[src/masked_byte_pattern_search_core_defines.svh]
// Assertion macros for the masked byte pattern search block.
// Each macro expects i_clk and i_rst_n to be visible where it is used.
`ifndef MASKED_BYTE_PATTERN_SEARCH_CORE_DEFINES_SVH
`define MASKED_BYTE_PATTERN_SEARCH_CORE_DEFINES_SVH

// Same-cycle implication, checked only outside reset.
`define MBPS_ASSERT_IMPL(lbl, ante, cons, msg) \
    lbl: assert property (@(posedge i_clk) disable iff (!i_rst_n) (ante) |-> (cons)) \
        else $error(msg);

// Next-cycle implication, checked only outside reset.
`define MBPS_ASSERT_NEXT(lbl, ante, cons, msg) \
    lbl: assert property (@(posedge i_clk) disable iff (!i_rst_n) (ante) |=> (cons)) \
        else $error(msg);

`endif

[src/mbps_pkg.sv]
// ----------------------------------------------------------------------------
// Masked byte pattern search package
// Field widths, command codes and parameter defaults shared by the block
// and its channel interfaces.
// ----------------------------------------------------------------------------
`default_nettype none

package mbps_pkg;

    // Fixed field widths.
    localparam int LEN_W    = 9;
    localparam int INDEX_W  = 8;
    localparam int BYTE_W   = 8;
    localparam int OFFSET_W = 32;

    // Parameter defaults.
    localparam int DEFAULT_PATTERN_MAX = 256;
    localparam int DEFAULT_OFFSET_BITS = 32;

    // Input commands.
    localparam logic CMD_PATTERN = 1'b0;
    localparam logic CMD_DATA    = 1'b1;

endpackage

`default_nettype wire

[src/mbps_ifs.sv]
// ----------------------------------------------------------------------------
// Masked byte pattern search channels
// Valid/ready channels for input items, results and the length register.
// ----------------------------------------------------------------------------
`default_nettype none

interface mbps_item_if;
    logic                         valid;
    logic                         ready;
    logic                         cmd;
    logic [mbps_pkg::INDEX_W-1:0] entry_index;
    logic [mbps_pkg::BYTE_W-1:0]  byte_value;
    logic                         care;
    logic                         last;

    modport source (output valid, cmd, entry_index, byte_value, care, last, input ready);
    modport sink   (input valid, cmd, entry_index, byte_value, care, last, output ready);
endinterface

interface mbps_result_if;
    logic                          valid;
    logic                          ready;
    logic                          found;
    logic [mbps_pkg::OFFSET_W-1:0] offset;

    modport source (output valid, found, offset, input ready);
    modport sink   (input valid, found, offset, output ready);
endinterface

interface mbps_cfg_if;
    logic                       valid;
    logic                       ready;
    logic [mbps_pkg::LEN_W-1:0] data;

    modport source (output valid, data, input ready);
    modport sink   (input valid, data, output ready);
endinterface

`default_nettype wire

[src/masked_byte_pattern_search_core.sv]
// ----------------------------------------------------------------------------
// Masked byte pattern search core
// Shift-and search for a byte pattern with wildcard positions over a stream.
// ----------------------------------------------------------------------------
// The block takes one item per clock cycle: a pattern entry write or one
// buffer byte. An accepted item sits in the input register, where every
// bit of the match vector is updated in parallel against the stored
// pattern, and a result (found with start offset, or not found at the end
// of a buffer) lands in the output register; a result is therefore offered
// from the output register once its byte has left the input register. The
// sustained rate of one item per cycle is set by that parallel match vector
// update and holds while the result side takes its beats; a stalled result
// holds back the input register and so the input channel. The length
// register is written through its own channel, which is always ready, and
// must only be written while the block is idle.
`default_nettype none

`include "masked_byte_pattern_search_core_defines.svh"

module masked_byte_pattern_search_core #(
    parameter int PATTERN_MAX = mbps_pkg::DEFAULT_PATTERN_MAX,
    parameter int OFFSET_BITS = mbps_pkg::DEFAULT_OFFSET_BITS
) (
    input  wire logic           i_clk,
    input  wire logic           i_rst_n,
    mbps_item_if.sink           i_item,
    mbps_result_if.source       o_result,
    mbps_cfg_if.sink            i_cfg
);

    localparam int IDX_W  = (PATTERN_MAX > 1) ? $clog2(PATTERN_MAX) : 1;
    localparam int DIFF_W = (OFFSET_BITS > mbps_pkg::OFFSET_W) ? OFFSET_BITS
                                                               : mbps_pkg::OFFSET_W;

    // Input register.
    logic                         r_in_vld;
    logic                         r_cmd;
    logic [mbps_pkg::INDEX_W-1:0] r_entry_index;
    logic [mbps_pkg::BYTE_W-1:0]  r_byte_value;
    logic                         r_care;
    logic                         r_last;

    // Pattern store, one cell per position.
    logic [mbps_pkg::BYTE_W-1:0]  r_pat_byte [PATTERN_MAX];
    logic                         r_pat_care [PATTERN_MAX];

    // Scan state.
    logic [PATTERN_MAX-1:0]       r_pm;
    logic [OFFSET_BITS-1:0]       r_bytes_seen;
    logic                         r_reported;
    logic [mbps_pkg::LEN_W-1:0]   r_len;

    // Output register.
    logic                          r_out_vld;
    logic                          r_found;
    logic [mbps_pkg::OFFSET_W-1:0] r_offset;

    logic                          out_free;
    logic                          fire;
    logic                          data_fire;
    logic                          scan;
    logic                          len_ok;
    logic [IDX_W-1:0]              len_m1;
    logic [IDX_W-1:0]              wr_idx;
    logic                          wr_en;
    logic [PATTERN_MAX-1:0]        upd;
    logic                          match;
    logic [DIFF_W-1:0]             start;
    logic [PATTERN_MAX-1:0]        n_pm;
    logic [OFFSET_BITS-1:0]        n_bytes_seen;
    logic                          n_reported;
    logic                          n_out_load;

    assign out_free  = !r_out_vld || o_result.ready;
    assign fire      = r_in_vld && out_free;
    assign data_fire = fire && (r_cmd == mbps_pkg::CMD_DATA);
    assign scan      = data_fire && !r_reported;

    assign i_item.ready = !r_in_vld || fire;
    assign i_cfg.ready  = 1'b1;

    assign o_result.valid  = r_out_vld;
    assign o_result.found  = r_found;
    assign o_result.offset = r_offset;

    // Lengths above the pattern store behave like zero: never a match.
    assign len_ok = (r_len != '0) && (32'(r_len) <= PATTERN_MAX);
    assign len_m1 = IDX_W'(r_len - mbps_pkg::LEN_W'(1));

    assign wr_idx = IDX_W'(r_entry_index);
    assign wr_en  = fire && (r_cmd == mbps_pkg::CMD_PATTERN)
                    && (32'(r_entry_index) < PATTERN_MAX);

    // Each position extends the partial match of the one below it; positions
    // beyond the current length keep their old bits.
    always_comb begin
        for (int k = 0; k < PATTERN_MAX; k++) begin
            logic hit;
            logic prev;
            hit  = !r_pat_care[k] || (r_pat_byte[k] == r_byte_value);
            prev = (k == 0) ? 1'b1 : r_pm[(k == 0) ? 0 : k - 1];
            upd[k] = (32'(r_len) > k) ? (prev && hit) : r_pm[k];
        end
    end

    assign match = len_ok && upd[len_m1];

    // Worked out at a width of at least 32 bits so that the offset wraps
    // exactly as a 32-bit start offset would.
    assign start = DIFF_W'(r_bytes_seen) - DIFF_W'(r_len - mbps_pkg::LEN_W'(1));

    always_comb begin
        n_pm         = r_pm;
        n_bytes_seen = r_bytes_seen;
        n_reported   = r_reported;
        n_out_load   = scan && (match || r_last);
        if (scan && len_ok) begin
            n_pm = upd;
        end
        if (scan && match) begin
            n_reported = 1'b1;
        end
        if (data_fire) begin
            if (r_bytes_seen != '1) begin
                n_bytes_seen = r_bytes_seen + OFFSET_BITS'(1);
            end
            if (r_last) begin
                n_pm         = '0;
                n_bytes_seen = '0;
                n_reported   = 1'b0;
            end
        end
    end

    always_ff @(posedge i_clk) begin
        if (!i_rst_n) begin
            r_in_vld     <= 1'b0;
            r_pm         <= '0;
            r_bytes_seen <= '0;
            r_reported   <= 1'b0;
            r_len        <= '0;
            r_out_vld    <= 1'b0;
        end else begin
            if (i_item.valid && i_item.ready) begin
                r_in_vld <= 1'b1;
            end else if (fire) begin
                r_in_vld <= 1'b0;
            end
            r_pm         <= n_pm;
            r_bytes_seen <= n_bytes_seen;
            r_reported   <= n_reported;
            if (i_cfg.valid && i_cfg.ready) begin
                r_len <= i_cfg.data;
            end
            if (n_out_load) begin
                r_out_vld <= 1'b1;
            end else if (o_result.ready) begin
                r_out_vld <= 1'b0;
            end
        end
    end

    always_ff @(posedge i_clk) begin
        if (i_item.valid && i_item.ready) begin
            r_cmd         <= i_item.cmd;
            r_entry_index <= i_item.entry_index;
            r_byte_value  <= i_item.byte_value;
            r_care        <= i_item.care;
            r_last        <= i_item.last;
        end
        if (n_out_load) begin
            r_found  <= match;
            r_offset <= match ? mbps_pkg::OFFSET_W'(start) : '0;
        end
    end

    always_ff @(posedge i_clk) begin
        if (wr_en) begin
            r_pat_byte[wr_idx] <= r_byte_value;
            r_pat_care[wr_idx] <= r_care;
        end
    end

    `MBPS_ASSERT_IMPL(a_not_found_zero, r_out_vld && !r_found, r_offset == '0, "not-found result with non-zero offset")
    `MBPS_ASSERT_IMPL(a_result_from_data, n_out_load, r_cmd == mbps_pkg::CMD_DATA, "result raised by a pattern write")
    `MBPS_ASSERT_NEXT(a_last_clears, data_fire && r_last, (r_pm == '0) && (r_bytes_seen == '0) && !r_reported, "scan state not cleared after last byte")
    `MBPS_ASSERT_NEXT(a_count_grows, data_fire && !r_last, r_bytes_seen >= $past(r_bytes_seen), "byte counter went backwards within a buffer")

endmodule

`default_nettype wire
[src/flat_wrapper.sv]
// flat-port wrapper written by rule: the top's interface ports become plain ports
module masked_byte_pattern_search_core_flat 
#(
    parameter int PATTERN_MAX = mbps_pkg::DEFAULT_PATTERN_MAX,
    parameter int OFFSET_BITS = mbps_pkg::DEFAULT_OFFSET_BITS
)
  (i_clk, i_rst_n, i_item_valid, i_item_cmd, i_item_entry_index, i_item_byte_value, i_item_care, i_item_last, i_item_ready, o_result_valid, o_result_found, o_result_offset, o_result_ready, i_cfg_valid, i_cfg_data, i_cfg_ready);
  mbps_item_if i_item_i ();
  mbps_result_if o_result_i ();
  mbps_cfg_if i_cfg_i ();
  input  wire logic i_clk;
  input  wire logic i_rst_n;
  input wire logic [$bits(i_item_i.valid)-1:0] i_item_valid;
  input wire logic [$bits(i_item_i.cmd)-1:0] i_item_cmd;
  input wire logic [$bits(i_item_i.entry_index)-1:0] i_item_entry_index;
  input wire logic [$bits(i_item_i.byte_value)-1:0] i_item_byte_value;
  input wire logic [$bits(i_item_i.care)-1:0] i_item_care;
  input wire logic [$bits(i_item_i.last)-1:0] i_item_last;
  output wire logic [$bits(i_item_i.ready)-1:0] i_item_ready;
  output wire logic [$bits(o_result_i.valid)-1:0] o_result_valid;
  output wire logic [$bits(o_result_i.found)-1:0] o_result_found;
  output wire logic [$bits(o_result_i.offset)-1:0] o_result_offset;
  input wire logic [$bits(o_result_i.ready)-1:0] o_result_ready;
  input wire logic [$bits(i_cfg_i.valid)-1:0] i_cfg_valid;
  input wire logic [$bits(i_cfg_i.data)-1:0] i_cfg_data;
  output wire logic [$bits(i_cfg_i.ready)-1:0] i_cfg_ready;
  assign i_item_i.valid = i_item_valid;
  assign i_item_i.cmd = i_item_cmd;
  assign i_item_i.entry_index = i_item_entry_index;
  assign i_item_i.byte_value = i_item_byte_value;
  assign i_item_i.care = i_item_care;
  assign i_item_i.last = i_item_last;
  assign i_item_ready = i_item_i.ready;
  assign o_result_valid = o_result_i.valid;
  assign o_result_found = o_result_i.found;
  assign o_result_offset = o_result_i.offset;
  assign o_result_i.ready = o_result_ready;
  assign i_cfg_i.valid = i_cfg_valid;
  assign i_cfg_i.data = i_cfg_data;
  assign i_cfg_ready = i_cfg_i.ready;
  masked_byte_pattern_search_core #(.PATTERN_MAX(PATTERN_MAX), .OFFSET_BITS(OFFSET_BITS)) u_core (.i_clk(i_clk), .i_rst_n(i_rst_n), .i_item(i_item_i), .o_result(o_result_i), .i_cfg(i_cfg_i));
endmodule
[config.mk]
export PLATFORM = sky130hd
export DESIGN_NAME = masked_byte_pattern_search_core_flat
export DESIGN_NICKNAME = d
export VERILOG_FILES = /design/src/mbps_pkg.sv /design/src/mbps_ifs.sv /design/src/masked_byte_pattern_search_core.sv /design/src/flat_wrapper.sv
export VERILOG_INCLUDE_DIRS = /design/src /design/src/src
export SDC_FILE = /design/constraint.sdc
export NUM_CORES = 2
export LEC_CHECK = 0
export ABC_AREA = 1
export BUFFER_PORTS_ARGS = -buffer_cell sky130_fd_sc_hd__buf_2
export CAP_MARGIN = 20
export CORE_ASPECT_RATIO = 1.5
export CORE_MARGIN = 2
export CORE_UTILIZATION = 50
export CTS_CLUSTER_SIZE = 20
export DETAILED_ROUTE_END_ITERATION = 6
export PLACE_DENSITY_LB_ADDON = 0.1
export SLEW_MARGIN = 25
export SYNTH_ARGS = -nofsm -noshare
export SYNTH_HDL_FRONTEND = slang
export SYNTH_SLANG_ARGS = --single-unit
[constraint.sdc]
create_clock -name i_clk -period 8.9 [get_ports i_clk]
set_input_delay 1.335 -clock i_clk [delete_from_list [all_inputs] [get_ports i_clk]]
set_output_delay 1.335 -clock i_clk [all_outputs]
set_load 0.01 [all_outputs]
==> qor.log <==
INFO  setup_path     cp_data_required_time=9.47ns
INFO  global_routing gr-usage-all-layers=29.6%
INFO  synthesis      synth_nets=12200
INFO  setup_path     slowest_stage=nor2_1
INFO  final_layout   nets=12200
INFO  synthesis      synth_largest_area_cell=edfxtp_1
INFO  sta            fin_crit_sh=64.7%
INFO  setup_path     critical_path_buf_inv_count=2
INFO  synthesis      synth.yosys.seq_area_share=61.5%
INFO  drt            routed_metal_1_wirelength=152000µm
INFO  outcome        failing_checks=DRC
INFO  drt            post-route-drc-count=3
INFO  setup_path     worst_path_largest_cell_delay=0.82ns
INFO  pwr            clock_power_share=40.8%
INFO  synthesis      synth_async_sr_flop_share=0%
INFO  hold_path      timing.hold.worst.class=flop to flop
INFO  sta            finalHoldViolCount=0
INFO  hold_path      hold_start=u_core.r_reported
INFO  synthesis      most_instantiated_library_cell_after_synthesis=nand2_1
INFO  drt            avgViaCountPerCell=5.48
INFO  clock_tree     cts_resized=0
INFO  drt            first_iter_violations=7164
INFO  setup_path     worst_r2r_startpoint=u_core.r_len[5]
INFO  global_routing antenna_violations_before_repair=22
INFO  outcome        run_status=finished with violations
INFO  setup_path     timing.setup.critical_path_class=flop to flop
INFO  sta            report.final.slew_viol_count=0
INFO  global_routing pin_count_of_the_biggest_net_entering_global_routing=160
INFO  clock_tree     worst_skew_pair.late_latency=0.89ns
INFO  synthesis      synthesis.yosys.warnings=0
INFO  synthesis      netlist_top_cells_area=edfxtp_1, xnor2_1, nand2_1, dfxtp_1, nand3_1
INFO  drt            dr.pass1.iters=7
INFO  final_layout   fillerInstances=21400
INFO  drt            top_layer_used=met5
INFO  pwr            swShare=24.3%
INFO  synthesis      post_synthesis_cell_area=125000µm²
INFO  clock_tree     root_buffer=clkbuf_16
INFO  drt            drt-total-wl=380000µm
INFO  die            floorplan.initialDensity=50.3%
INFO  final_layout   finalCoreUtilization=55.4%
INFO  setup_path     worst-path-max-fanout=14
INFO  setup_path     crit_path_start_kind=flop
INFO  pwr            power.net_switching=6.66mW
INFO  pwr            internal_power=20.8mW
INFO  sta            worst_slew_margin_rel=13.8%
INFO  final_layout   seqCellArea=76800µm²
INFO  die            fp.dieH=616µm
INFO  setup_path     critPathMostFrequentCell=nand2_1
INFO  pwr            total_leakage_power=49.1nW
INFO  synthesis      post_synth_num_cell_types=59
INFO  global_routing number_of_global_route_vias_before_repair=83100
INFO  placement      portbufs=67
INFO  synthesis      netlist_top_cells_count=nand2_1, edfxtp_1, xnor2_1, nor2_1, nand3_1
INFO  clock_tree     cts_sinks=2656
INFO  clock_tree     clock_path_buffers=4
INFO  final_layout   drive_above_1_share=9.08%
INFO  pwr            p_seq_share=50.0%
INFO  pwr            comb_power_share=9.2%
INFO  die            floorplan.io_pins=69
INFO  clock_tree     post_cts_hold_buffer_count=0
INFO  sta            final_period_minus_worst_setup_slack=5.76ns
INFO  drt            route.detailed.wl_per_inst=24.3µm
INFO  setup_path     crit_path_cell_trace=buf_4 > inv_2 > nand2_1 > nor2_1 > a21oi_1 > a21oi_1 > ha_1 > nand2_1 > nor2_1 > nand2_1 > o211ai_1 > a21boi_0 > o21ai_1 > a21boi_0 > o21ai_0 > a21boi_1 > o21ai_0 > nand2_1 > nand2_1 > nand2_1 > a21oi_1
INFO  final_layout   areaGrowthSynthToFinish=10.1%
INFO  die            core-area=248000µm²
INFO  die            floorplan.die.width=412µm
INFO  sta            timing.fmax=0.174GHz
INFO  clock_tree     clock_buffers_created_by_tritoncts=270
INFO  pwr            cellPowerDensity=200nW/µm²
INFO  drt            vias=85800
INFO  clock_tree     post_cts_buffers=0
INFO  sta            slew_worst_pin=1.28ns
INFO  die            number_of_core_rows=224
INFO  synthesis      number_of_flip_flops_and_latches_in_the_synthesized_netlist=2656
INFO  sta            finalSetupTns=0ns
INFO  clock_tree     h-tree-depth=5
INFO  synthesis      synth_largest_type_area_fraction=56.7%
INFO  pwr            max-vdd-ir-drop=0.176mV
INFO  setup_path     timing.critical_path.arrival=6.33ns
INFO  final_layout   multiInputGateArea=42600µm²
INFO  global_routing grt_first_pass_wirelength=554000µm
INFO  sta            unrepaired_setup_endpoints_after_global_routing=no
INFO  sta            finalSetupViolCount=0
INFO  setup_path     critical_path.endpoint_type=flop
INFO  synthesis      syn_area_per_cell=10.3µm²
INFO  global_routing globalRoute.totalOverflow=0
INFO  placement      final_gp_congestion=1.08
INFO  synthesis      synth-edff-count=2356
INFO  synthesis      synth-main-ff-cell=edfxtp_1
INFO  drt            met2RoutedLength=186000µm
INFO  clock_tree     cts_tree=yes
INFO  synthesis      synthCells=12200
INFO  placement      detailedPlacementHpwl=247000µm
INFO  drt            ant_nets=0
INFO  sta            skew=0.0639ns
INFO  setup_path     critical_path.top_delay_family=compound AO/OA/AOI/OAI gates
INFO  drt            met3_wirelength_from_detailed_routing=21100µm
INFO  job            max_cap_violations=0
INFO  clock_tree     clk_pin_slew=0.07ns
INFO  setup_path     cp-startpoint=u_core.r_len[5]
INFO  die            fp.dieArea=254000µm²
[worst min-delay path: stages (launching register included)]
cell and delay (ns):
dfxtp_1 0.34, a21oi_1 0.05, nor2_1 0.07
[kinds of logic after synthesis]
family / share of synthesized area [%]
other: 0.00300
buffers and inverters: 4.49
AO/OA/AOI/OAI: 2.95
adder cells (fa/ha/maj): 0.387
AND/OR/NAND/NOR: 20.5
flip-flops: 61.5
XOR/XNOR: 10.2
[layer usage]
layer / GRT usage (%) / vias up
met1: 36.9 / 42000
met4: 14.9 / 18
met3: 4.30 / 821
met2: 50.2 / 2656
met5: 0 / -
li1: - / 40300
[per-stage QoR]
step | hold slack (ns) | area [µm²] | total power, mW | instances | setup slack (ns)
final | 0.491 | 137000 | 27.5 | 15700 | 3.14
after global routing | 0.508 | 137000 | 28.3 | 15700 | 2.82
after CTS | 0.483 | 137000 | 27.7 | 15700 | 3.22
after detailed placement | 0.469 | 129000 | 16.5 | 15200 | 3.24
after global placement | 0.467 | 129000 | 16.5 | 15200 | 3.28
after floorplan | 0.437 | 125000 | 15.6 | 12200 | 2.16
[state kept, by name, indices dropped and copies added (netlist names)]
signal and count:
u_core.r_pat_care 256, u_core.r_cmd 1, u_core.r_pm 256, u_core.o_result.valid 1
u_core.o_result.offset 32, u_core.r_byte_value 8, u_core.r_last 1, u_core.r_reported 1
u_core.r_in_vld 1, u_core.r_len 9, u_core.o_result.found 1, u_core.r_care 1
u_core.r_entry_index 8, u_core.r_bytes_seen 32, u_core.r_pat_byte 2048
[worst paths after layout]
kind	to	slack (ns)	cells after the start
setup reg to reg	u_core.o_result.offset[25]	3.14	21
hold / removal	u_core.r_reported	0.49	2
hold reg to reg	u_core.r_reported	0.49	2
setup / recovery	u_core.o_result.offset[25]	3.14	21
[layout by cell type, fill, tap and decap left out, types with 43 or more instances in the layout]
master     count
buf_4        134
o21ai_0      177
nand3_1     1197
clkbuf_16    279
buf_2         67
or2_2        417
clkbuf_1      58
dfxtp_1      299
clkinv_2      44
o21ai_1       60
clkinv_1      43
nand2_1     2920
a21oi_1      161
o211ai_1     186
xnor2_1     1437
edfxtp_1    2356
inv_1        856
nand4_1      105
nor2_1      1270
[power by group through the flow]
stage	Combinational, mW	Clock [mW]	Sequential (mW)
finish	2.51	11.2	13.7
floorplan	1.49	0	14.1
global placement	2.47	0	14.0
global route	2.71	11.9	13.7
detailed placement	2.50	0	14.0
CTS	2.51	11.4	13.7
[cell type report]
cell class,count,share of cell area (%)
Multi-Input combinational cell,8118,31.0
Sequential cell,2656,55.8
Inverter,893,2.47
Clock inverter,127,0.908
Timing Repair Buffer,238,1.51
Antenna cell,4,0.00728
Tap cell,3277,2.98
Clock buffer,341,5.28
(Power assumes the default switching activity.)
